### config.mk
export PLATFORM = sky130hd
export DESIGN_NAME = ambient_light_lux_calculator
export DESIGN_NICKNAME = d
export VERILOG_FILES = /design/src/rtl/core/lac_pkg.sv /design/src/rtl/core/lac_front.sv /design/src/rtl/core/lac_cell.sv /design/src/rtl/core/lac_back.sv /design/src/rtl/core/ambient_light_lux_calculator.sv
export SDC_FILE = /design/constraint.sdc
export NUM_CORES = 2
export LEC_CHECK = 0
export ABC_AREA = 0
export BUFFER_PORTS_ARGS = -buffer_cell sky130_fd_sc_hd__buf_2
export CORE_MARGIN = 2
export CORE_UTILIZATION = 55
export CTS_CLUSTER_DIAMETER = 30
export DETAILED_ROUTE_END_ITERATION = 10
export HOLD_SLACK_MARGIN = 0.02
export PLACE_DENSITY = 0.73
export SLEW_MARGIN = 5
export SYNTH_ARGS = -nofsm -noshare
export SYNTH_HDL_FRONTEND = slang
export SYNTH_SLANG_ARGS = --single-unit
### constraint.sdc
create_clock -name clk_i -period 6.59 [get_ports clk_i]
set_clock_uncertainty 0.05 [all_clocks]
set_input_delay 0.3295 -clock clk_i [delete_from_list [all_inputs] [get_ports clk_i]]
set_output_delay 0.3295 -clock clk_i [all_outputs]
set_load 0.005 [all_outputs]
### src/rtl/core/lac_pkg.sv
package lac_pkg;

  // Fixed-point scaling
  localparam int unsigned CHANNEL_SCALE_SHIFT = 10;
  localparam int unsigned RATIO_SCALE_SHIFT   = 9;
  localparam int unsigned LUX_SCALE_SHIFT     = 14;

  // Datasheet tables carry 9 ratio and 14 coefficient fraction bits
  localparam int unsigned TABLE_RATIO_SHIFT = 9;
  localparam int unsigned TABLE_LUX_SHIFT   = 14;
  localparam int unsigned GAIN_X1_SHIFT     = 4;

  localparam int unsigned CNT_W = 16;
  localparam int unsigned LUX_W = 20;
  localparam int unsigned SEG_N = 8;
  localparam int unsigned SEG_W = $clog2(SEG_N);

  // Register indexes on the write port
  typedef enum logic [0:0] {
    REG_INTEG_TIME = 1'b0,
    REG_GAIN_LOW   = 1'b1
  } lac_reg_e;

  // Integration time codes; the spare code behaves as the longest time
  typedef enum logic [1:0] {
    IT_13MS  = 2'd0,
    IT_101MS = 2'd1,
    IT_402MS = 2'd2
  } lac_itime_e;

  localparam int unsigned CFG_W = 2;

  // Channel factors, rounded to nearest
  localparam int unsigned ONE       = 1 << CHANNEL_SCALE_SHIFT;
  localparam int unsigned F_13MS    = (322 * ONE + 5) / 11;
  localparam int unsigned F_101MS   = (322 * ONE + 40) / 81;
  localparam int unsigned F_402MS   = ONE;
  localparam int unsigned FACTOR_W  = $clog2((F_13MS << GAIN_X1_SHIFT) + 1);
  localparam int unsigned MUL_W     = CNT_W + FACTOR_W;
  localparam int unsigned CH_W      = MUL_W - CHANNEL_SCALE_SHIFT;

  // Ratio dividend: ch1 shifted up by one more bit than the ratio scale
  localparam int unsigned DIV_W = CH_W + RATIO_SCALE_SHIFT + 1;

  localparam int unsigned SEG_BREAK [SEG_N-1] = '{
    32'h040, 32'h080, 32'h0C0, 32'h100, 32'h138, 32'h19A, 32'h29A
  };
  localparam int unsigned SEG_OFFSET [SEG_N] = '{
    32'h1F2, 32'h214, 32'h23F, 32'h270, 32'h16F, 32'h0D2, 32'h018, 32'h000
  };
  localparam int unsigned SEG_SLOPE [SEG_N] = '{
    32'h1BE, 32'h2D1, 32'h37B, 32'h3FE, 32'h1FC, 32'h0FB, 32'h012, 32'h000
  };

  // Largest unrounded quotient that still falls inside a breakpoint:
  // round(raw / 2) <= floor(brk * 2^R / 2^9)  <=>  raw <= 2 * that
  function automatic int unsigned seg_thr(int unsigned brk);
    return 2 * ((brk << RATIO_SCALE_SHIFT) >> TABLE_RATIO_SHIFT);
  endfunction

  // Coefficient rescaled to the lux fraction width, half rounded up
  function automatic int unsigned rescale_coef(int unsigned c);
    int unsigned up;
    int unsigned down;
    int unsigned v;
    up   = (LUX_SCALE_SHIFT >= TABLE_LUX_SHIFT) ? LUX_SCALE_SHIFT - TABLE_LUX_SHIFT : 0;
    down = (LUX_SCALE_SHIFT < TABLE_LUX_SHIFT) ? TABLE_LUX_SHIFT - LUX_SCALE_SHIFT : 0;
    v    = c << up;
    if (down > 0) begin
      v = (v + (1 << (down - 1))) >> down;
    end
    return v;
  endfunction

  // Quotient bits kept; anything larger saturates past the last breakpoint
  localparam int unsigned THR_MAX = seg_thr(SEG_BREAK[SEG_N-2]);
  localparam int unsigned QW      = $clog2(THR_MAX + 2);
  localparam int unsigned HI_W    = DIV_W - QW;
  localparam int unsigned CMP_W   = (HI_W > CH_W) ? HI_W : CH_W;

  localparam int unsigned COEF_MAX = rescale_coef(32'h3FE);
  localparam int unsigned COEF_W   = $clog2(COEF_MAX + 1);
  localparam int unsigned PROD_W   = CH_W + COEF_W;
  localparam int unsigned SUM_W    = PROD_W + 1;

  typedef logic [CNT_W-1:0]    cnt_t;
  typedef logic [FACTOR_W-1:0] factor_t;
  typedef logic [MUL_W-1:0]    mul_t;
  typedef logic [CH_W-1:0]     ch_t;
  typedef logic [DIV_W-1:0]    div_t;
  typedef logic [CMP_W-1:0]    cmp_t;
  typedef logic [QW-1:0]       quo_t;
  typedef logic [COEF_W-1:0]   coef_t;
  typedef logic [PROD_W-1:0]   prod_t;
  typedef logic [SUM_W-1:0]    sum_t;
  typedef logic [LUX_W-1:0]    lux_t;
  typedef logic [SEG_W-1:0]    seg_t;

  // Configuration as seen by the front end
  typedef struct packed {
    logic [CFG_W-1:0] integ_time;
    logic             gain_low;
  } lac_cfg_t;

  // Word handed from cell to cell along the divider chain
  typedef struct packed {
    ch_t  ch0;
    ch_t  ch1;
    ch_t  rem;
    quo_t lo;
    quo_t quo;
    logic sat;
    logic zero;
  } lac_div_t;

endpackage

### src/rtl/core/lac_front.sv
module lac_front (
  input  logic              clk_i,
  input  logic              rst_ni,
  input  lac_pkg::lac_cfg_t cfg_i,
  input  logic              vld_i,
  input  lac_pkg::cnt_t     broadband_i,
  input  lac_pkg::cnt_t     infrared_i,
  output logic              vld_o,
  output lac_pkg::lac_div_t dat_o
);

  logic              vld_a_q;
  lac_pkg::ch_t      ch0_q, ch0_d;
  lac_pkg::ch_t      ch1_q, ch1_d;
  lac_pkg::factor_t  base;
  lac_pkg::factor_t  factor;
  lac_pkg::mul_t     mul0, mul1;

  logic              vld_b_q;
  lac_pkg::lac_div_t dat_q, dat_d;
  lac_pkg::div_t     num;
  lac_pkg::cmp_t     hi;
  lac_pkg::cmp_t     den;

  // Channel factor from the integration time and gain
  always_comb begin
    unique case (cfg_i.integ_time)
      lac_pkg::IT_13MS:  base = lac_pkg::factor_t'(lac_pkg::F_13MS);
      lac_pkg::IT_101MS: base = lac_pkg::factor_t'(lac_pkg::F_101MS);
      default:           base = lac_pkg::factor_t'(lac_pkg::F_402MS);
    endcase
    factor = cfg_i.gain_low ? (base << lac_pkg::GAIN_X1_SHIFT) : base;
  end

  // Scale both channels
  always_comb begin
    mul0  = lac_pkg::mul_t'(broadband_i) * lac_pkg::mul_t'(factor);
    mul1  = lac_pkg::mul_t'(infrared_i) * lac_pkg::mul_t'(factor);
    ch0_d = mul0[lac_pkg::MUL_W-1:lac_pkg::CHANNEL_SCALE_SHIFT];
    ch1_d = mul1[lac_pkg::MUL_W-1:lac_pkg::CHANNEL_SCALE_SHIFT];
  end

  always_ff @(posedge clk_i or negedge rst_ni) begin
    if (!rst_ni) begin
      vld_a_q <= 1'b0;
    end else begin
      vld_a_q <= vld_i;
    end
  end

  always_ff @(posedge clk_i) begin
    ch0_q <= ch0_d;
    ch1_q <= ch1_d;
  end

  // Divider set-up: quotient overflow check and the starting remainder
  always_comb begin
    num = {ch1_q, {(lac_pkg::RATIO_SCALE_SHIFT + 1){1'b0}}};
    hi  = lac_pkg::cmp_t'(num[lac_pkg::DIV_W-1:lac_pkg::QW]);
    den = lac_pkg::cmp_t'(ch0_q);
    dat_d.ch0  = ch0_q;
    dat_d.ch1  = ch1_q;
    dat_d.sat  = (hi >= den);
    dat_d.zero = (ch0_q == '0);
    dat_d.rem  = hi[lac_pkg::CH_W-1:0];
    dat_d.lo   = num[lac_pkg::QW-1:0];
    dat_d.quo  = '0;
  end

  always_ff @(posedge clk_i or negedge rst_ni) begin
    if (!rst_ni) begin
      vld_b_q <= 1'b0;
    end else begin
      vld_b_q <= vld_a_q;
    end
  end

  always_ff @(posedge clk_i) begin
    dat_q <= dat_d;
  end

  assign vld_o = vld_b_q;
  assign dat_o = dat_q;

endmodule

### src/rtl/core/lac_cell.sv
module lac_cell (
  input  logic              clk_i,
  input  logic              rst_ni,
  input  logic              vld_i,
  input  lac_pkg::lac_div_t dat_i,
  output logic              vld_o,
  output lac_pkg::lac_div_t dat_o
);

  logic                    vld_q;
  lac_pkg::lac_div_t       dat_q, dat_d;
  logic [lac_pkg::CH_W:0]  trial;
  logic [lac_pkg::CH_W:0]  diff;
  logic                    ge;

  // One restoring division step: bring down a dividend bit, try a subtract
  always_comb begin
    trial = {dat_i.rem, dat_i.lo[lac_pkg::QW-1]};
    ge    = (trial >= {1'b0, dat_i.ch0});
    diff  = trial - {1'b0, dat_i.ch0};
    dat_d      = dat_i;
    dat_d.rem  = ge ? diff[lac_pkg::CH_W-1:0] : trial[lac_pkg::CH_W-1:0];
    dat_d.lo   = dat_i.lo << 1;
    dat_d.quo  = {dat_i.quo[lac_pkg::QW-2:0], ge};
  end

  always_ff @(posedge clk_i or negedge rst_ni) begin
    if (!rst_ni) begin
      vld_q <= 1'b0;
    end else begin
      vld_q <= vld_i;
    end
  end

  always_ff @(posedge clk_i) begin
    dat_q <= dat_d;
  end

  assign vld_o = vld_q;
  assign dat_o = dat_q;

endmodule

### src/rtl/core/lac_back.sv
module lac_back (
  input  logic              clk_i,
  input  logic              rst_ni,
  input  logic              vld_i,
  input  lac_pkg::lac_div_t dat_i,
  output logic              vld_o,
  output lac_pkg::lux_t     lux_o
);

  lac_pkg::quo_t   raw;
  lac_pkg::seg_t   seg;

  logic            vld_c_q;
  lac_pkg::ch_t    ch0_q, ch1_q;
  lac_pkg::coef_t  off_q, off_d;
  lac_pkg::coef_t  slope_q, slope_d;

  logic            vld_d_q;
  lac_pkg::prod_t  pos_q, pos_d;
  lac_pkg::prod_t  neg_q, neg_d;

  logic            vld_e_q;
  lac_pkg::lux_t   lux_q, lux_d;
  lac_pkg::sum_t   sum;
  lac_pkg::sum_t   lux_w;

  // Segment pick: first breakpoint the ratio does not exceed
  always_comb begin
    if (dat_i.zero) begin
      raw = '0;
    end else if (dat_i.sat) begin
      raw = '1;
    end else begin
      raw = dat_i.quo;
    end
    seg = lac_pkg::seg_t'(lac_pkg::SEG_N - 1);
    for (int i = lac_pkg::SEG_N - 2; i >= 0; i--) begin
      if (raw <= lac_pkg::quo_t'(lac_pkg::seg_thr(lac_pkg::SEG_BREAK[i]))) begin
        seg = lac_pkg::seg_t'(i);
      end
    end
    off_d   = lac_pkg::coef_t'(lac_pkg::rescale_coef(lac_pkg::SEG_OFFSET[seg]));
    slope_d = lac_pkg::coef_t'(lac_pkg::rescale_coef(lac_pkg::SEG_SLOPE[seg]));
  end

  // Products of each channel with its coefficient
  always_comb begin
    pos_d = lac_pkg::prod_t'(ch0_q) * lac_pkg::prod_t'(off_q);
    neg_d = lac_pkg::prod_t'(ch1_q) * lac_pkg::prod_t'(slope_q);
  end

  // Difference, round, clamp at zero and at full scale
  always_comb begin
    sum   = {1'b0, pos_q} - {1'b0, neg_q}
          + (lac_pkg::sum_t'(1) << (lac_pkg::LUX_SCALE_SHIFT - 1));
    lux_w = sum >> lac_pkg::LUX_SCALE_SHIFT;
    if (neg_q >= pos_q) begin
      lux_d = '0;
    end else if (|lux_w[lac_pkg::SUM_W-1:lac_pkg::LUX_W]) begin
      lux_d = '1;
    end else begin
      lux_d = lux_w[lac_pkg::LUX_W-1:0];
    end
  end

  always_ff @(posedge clk_i or negedge rst_ni) begin
    if (!rst_ni) begin
      vld_c_q <= 1'b0;
      vld_d_q <= 1'b0;
      vld_e_q <= 1'b0;
    end else begin
      vld_c_q <= vld_i;
      vld_d_q <= vld_c_q;
      vld_e_q <= vld_d_q;
    end
  end

  always_ff @(posedge clk_i) begin
    ch0_q   <= dat_i.ch0;
    ch1_q   <= dat_i.ch1;
    off_q   <= off_d;
    slope_q <= slope_d;
    pos_q   <= pos_d;
    neg_q   <= neg_d;
    lux_q   <= lux_d;
  end

  assign vld_o = vld_e_q;
  assign lux_o = lux_q;

endmodule

### src/rtl/core/ambient_light_lux_calculator.sv
// Channel    Dir  Ports                                         Word moves when
// ---------  ---  --------------------------------------------  -------------------------
// sample     in   start_i, busy_o, broadband_count_i,           start_i high, busy_o low
//                 infrared_count_i
// result     out  lux_valid_o, lux_o                            lux_valid_o high
// config     in   cfg_we_i, cfg_idx_i, cfg_wdata_i              cfg_we_i high
//
// One sample word per cycle; busy_o stays low. Each result passes through the divider
// chain (QW quotient bits, 11 as built): two front stages, one cell per quotient bit,
// three back stages.
// Reset clears the valid bits and sets the registers to 101 ms and gain x1.
// The receiver cannot stall: each result is shown for exactly one cycle.
module ambient_light_lux_calculator (
  input  logic                      clk_i,
  input  logic                      rst_ni,
  input  logic                      start_i,
  output logic                      busy_o,
  input  logic [15:0]               broadband_count_i,
  input  logic [15:0]               infrared_count_i,
  output logic                      lux_valid_o,
  output logic [19:0]               lux_o,
  input  logic                      cfg_we_i,
  input  logic [0:0]                cfg_idx_i,
  input  logic [lac_pkg::CFG_W-1:0] cfg_wdata_i
);

  logic [lac_pkg::CFG_W-1:0] integ_time_q;
  logic                      gain_low_q;
  lac_pkg::lac_cfg_t         cfg;

  logic                      vld [lac_pkg::QW+1];
  lac_pkg::lac_div_t         dat [lac_pkg::QW+1];

  // Configuration registers
  always_ff @(posedge clk_i or negedge rst_ni) begin
    if (!rst_ni) begin
      integ_time_q <= lac_pkg::IT_101MS;
      gain_low_q   <= 1'b1;
    end else if (cfg_we_i) begin
      unique case (cfg_idx_i)
        lac_pkg::REG_INTEG_TIME: integ_time_q <= cfg_wdata_i;
        lac_pkg::REG_GAIN_LOW:   gain_low_q   <= cfg_wdata_i[0];
        default: ;
      endcase
    end
  end

  assign cfg.integ_time = integ_time_q;
  assign cfg.gain_low   = gain_low_q;

  // Fully pipelined: never refuses a sample
  assign busy_o = 1'b0;

  lac_front u_front (
    .clk_i       (clk_i),
    .rst_ni      (rst_ni),
    .cfg_i       (cfg),
    .vld_i       (start_i),
    .broadband_i (broadband_count_i),
    .infrared_i  (infrared_count_i),
    .vld_o       (vld[0]),
    .dat_o       (dat[0])
  );

  // Divider chain, one quotient bit per cell
  for (genvar g = 0; g < lac_pkg::QW; g++) begin : g_cell
    lac_cell u_cell (
      .clk_i  (clk_i),
      .rst_ni (rst_ni),
      .vld_i  (vld[g]),
      .dat_i  (dat[g]),
      .vld_o  (vld[g+1]),
      .dat_o  (dat[g+1])
    );
  end

  lac_back u_back (
    .clk_i  (clk_i),
    .rst_ni (rst_ni),
    .vld_i  (vld[lac_pkg::QW]),
    .dat_i  (dat[lac_pkg::QW]),
    .vld_o  (lux_valid_o),
    .lux_o  (lux_o)
  );

endmodule

==> out/metrics.csv <==
metric,value,unit
status,finished with violations,
failing checks,setup timing,
port bufs,59,
# IOs,61,
Die Y,377,um
Via density,5.37,
Final min period,6.70,ns
GR peak layer,met2,
Longest Clk Path Bufs,3,
CP Max Fanout,11,
synthesized flop and latch total,1166,
Post-synth EDFFs,0,
critical path arrival,7.32,ns
"Core Util, Final",63.5,%
die area,142000,um2
fin worst setup slack,-0.108,ns
largest area contributor in the netlist,dfxtp_1,
root buffer cell,clkbuf_16,
relative slew slack,20.7,%
GRT met3 Usage,3.65,%
"Slew Viols, Final",0,
endpoints failing setup,4,
fraction of registers with async set/reset,1.63,%
count of different cell masters after synthesis,96,
critical path's largest stage delay,0.58,ns
Post-synth top flop,dfxtp_1,
r2r endpoint,u_front.ch1_q[23]$_DFF_P_,
clk slew on worst S/H paths,0.06,ns
Mean Syn Cell Area,9.81,um2
Critical Path End Type,flip-flop,
grt met2 use,45.1,%
register area share after synthesis,30.6,%
Final ANT Viol Nets,0,
total clock sinks,1166,
Cells after Synth,7799,
Worst Path Buf+Inv,8,
R2R Setup Slk,-0.11,ns
worst slew pin tran,1.19,ns
global-route usage over all layers,25.5,%
"CP delay by family, top",adder cells,
Yosys top cell area share,30.0,%
cell row count,136,
Crit path required time,7.21,ns
Post-Syn Area,76500,um2
TNS Setup,-0.352,ns
fmax,149,MHz
Worst setup SP type,flip-flop,
Detail Placement HPWL,140,mm
slowest CP cell,dfstp_2,
most frequent cells in the layout,"inv_1 (1327), dfxtp_1 (1144), fa_1 (803), ha_1 (777), nand2_1 (709)",
layout cells sized above 1,10.6,%
path type of the worst setup path,reg2reg,
met1 Use GR,31.3,%
worst min path class,in2async,
Initial Utilization,55.5,%
Routability Congestion,0.923,
Final Hold Fails,0,
vias in the first global route,57300,
synth-to-layout area growth,14.5,%
top post-synthesis cells by area,"dfxtp_1 (30%), fa_1 (21%), ha_1 (13%)",
routed len/inst,17.7,um
unrepaired setup endpoints after global routing,yes,
"commonest non-fill, non-tap cell in the layout",inv_1,
final hold slack,0.124,ns
r2r startpoint,gain_low_q$_DFFE_PN1P_,
initial DRC count,3338,
period utilisation layout,102,%
WL final,178,mm
Layout Nets,9728,
global-route congestion overflow total,0,
# H-tree levels,4,
largest net degree at the start of global routing,51,
max cap viols,0,
"Net Count, Synth",9440,
filler cell count,10900,
YS warnings,0,
DRC Markers,0,
Die X,377,um
initial antenna violation count,2,
R2R cell count,25,
CTS Buf Count,188,
core area,138000,um2
Critical Path Most Common Cell,fa_1,
CTS tree,yes,
Vias,53900,
first-pass GRT wire length,291,mm
DR pass1 iterations,6,
Worst-Skew Late Latency,0.83,ns
==> Yosys cell counts (18+ instances only) <==
master / count
o21ai_0: 265
o21a_1: 72
xor2_1: 142
xnor2_1: 189
a21o_1: 211
fa_1: 813
buf_2: 22
and2_1: 368
nor4_1: 29
nor3_1: 65
mux2_2: 65
clkbuf_1: 174
o31ai_1: 22
a21oi_1: 332
inv_1: 1334
nand4_1: 54
o21bai_1: 51
ha_1: 789
nand2_1: 725
a211oi_1: 26
a21boi_0: 18
o211ai_1: 24
nand2b_1: 67
dfxtp_1: 1147
nor2b_1: 54
a31oi_1: 48
nor2_1: 245
and3_1: 71
o21ai_1: 19
nand3_1: 74
==> per-stage QoR <==
stage          instance area, um2  std cells  setup slack, ns
3_3_place_gp                79700       9646           -0.169
5_1_grt                     87600      10000           -0.360
4_1_cts                     87100      10000          -0.0255
6_report                    87600      10000           -0.108
3_5_place_dp                79700       9646           -0.231
2_1_floorplan               76500       7799           0.0313
==> layout make-up <==
cell class | count | area [um2] | share of cell area [%]
Multi-Input combinational cell | 5084 | 47600 | 54.3
Sequential cell | 1166 | 23400 | 26.8
Clock buffer | 219 | 5020 | 5.74
Inverter | 1334 | 5010 | 5.72
Timing Repair Buffer | 313 | 2420 | 2.76
Tap cell | 1794 | 2240 | 2.56
Clock inverter | 134 | 1840 | 2.10
Antenna cell | 1 | 2.50 | 0.00286
==> flip-flops by register name, summed over array words and instances, names as in the netlist, 20 cells and up <==
register,count
u_back.pos_q,35
g_cell.u_cell.dat_o,888
u_back.ch0_q,25
u_front.dat_o,52
u_back.lux_o,20
u_back.ch1_q,25
u_front.ch0_q,25
u_front.ch1_q,25
u_back.neg_q,35
==> worst max-delay path by stage <==
stage	startpoint	endpoint	slack, ns	depth (start not counted)
floorplan	integ_time_q[0]$_DFFE_PN1P_	u_front.ch0_q[21]$_DFF_P_	0.03	26
global placement	integ_time_q[0]$_DFFE_PN1P_	u_front.ch1_q[24]$_DFF_P_	-0.17	23
detailed placement	integ_time_q[0]$_DFFE_PN1P_	u_front.ch1_q[24]$_DFF_P_	-0.23	23
CTS	integ_time_q[0]$_DFFE_PN1P_	u_front.ch1_q[24]$_DFF_P_	-0.03	25
global route	gain_low_q$_DFFE_PN1P_	u_front.ch1_q[22]$_DFF_P_	-0.36	25
finish	gain_low_q$_DFFE_PN1P_	u_front.ch1_q[23]$_DFF_P_	-0.11	25
==> layer usage <==
layer	part of all wire [%]	vias up	wire length, um
met5	0.0073	-	13
met4	3.8	2	6690
met3	4.9	409	8730
met2	50	1540	88500
met1	42	26300	74400
li1	-	25600	-
==> logic make-up (layout without fill, tap and decap cells) <==
kind of cell	after synthesis	after routing	synth area share, %
flops	1166	1166	30.6
fa+ha+maj	1602	1602	34.2
compound gates	1217	1217	10.2
other cells	1	2	0.00490
buf+inv	1549	2000	7.79
xor+xnor	331	331	3.79
simple gates	1823	1823	11.7
mux	110	110	1.68
==> repair_timing <==
item                                   in CTS  in global routing
resized for setup                          60                 79
hold buffers                                9                  0
pin swaps                                  33                 36
setup endpoints to repair                   9                 30
buffers inserted                           23                 15
endpoints found under the hold margin      23                  0
Power is not shown: default switching activity piles up to over one toggle a cycle in this logic, so the estimate is an artifact.
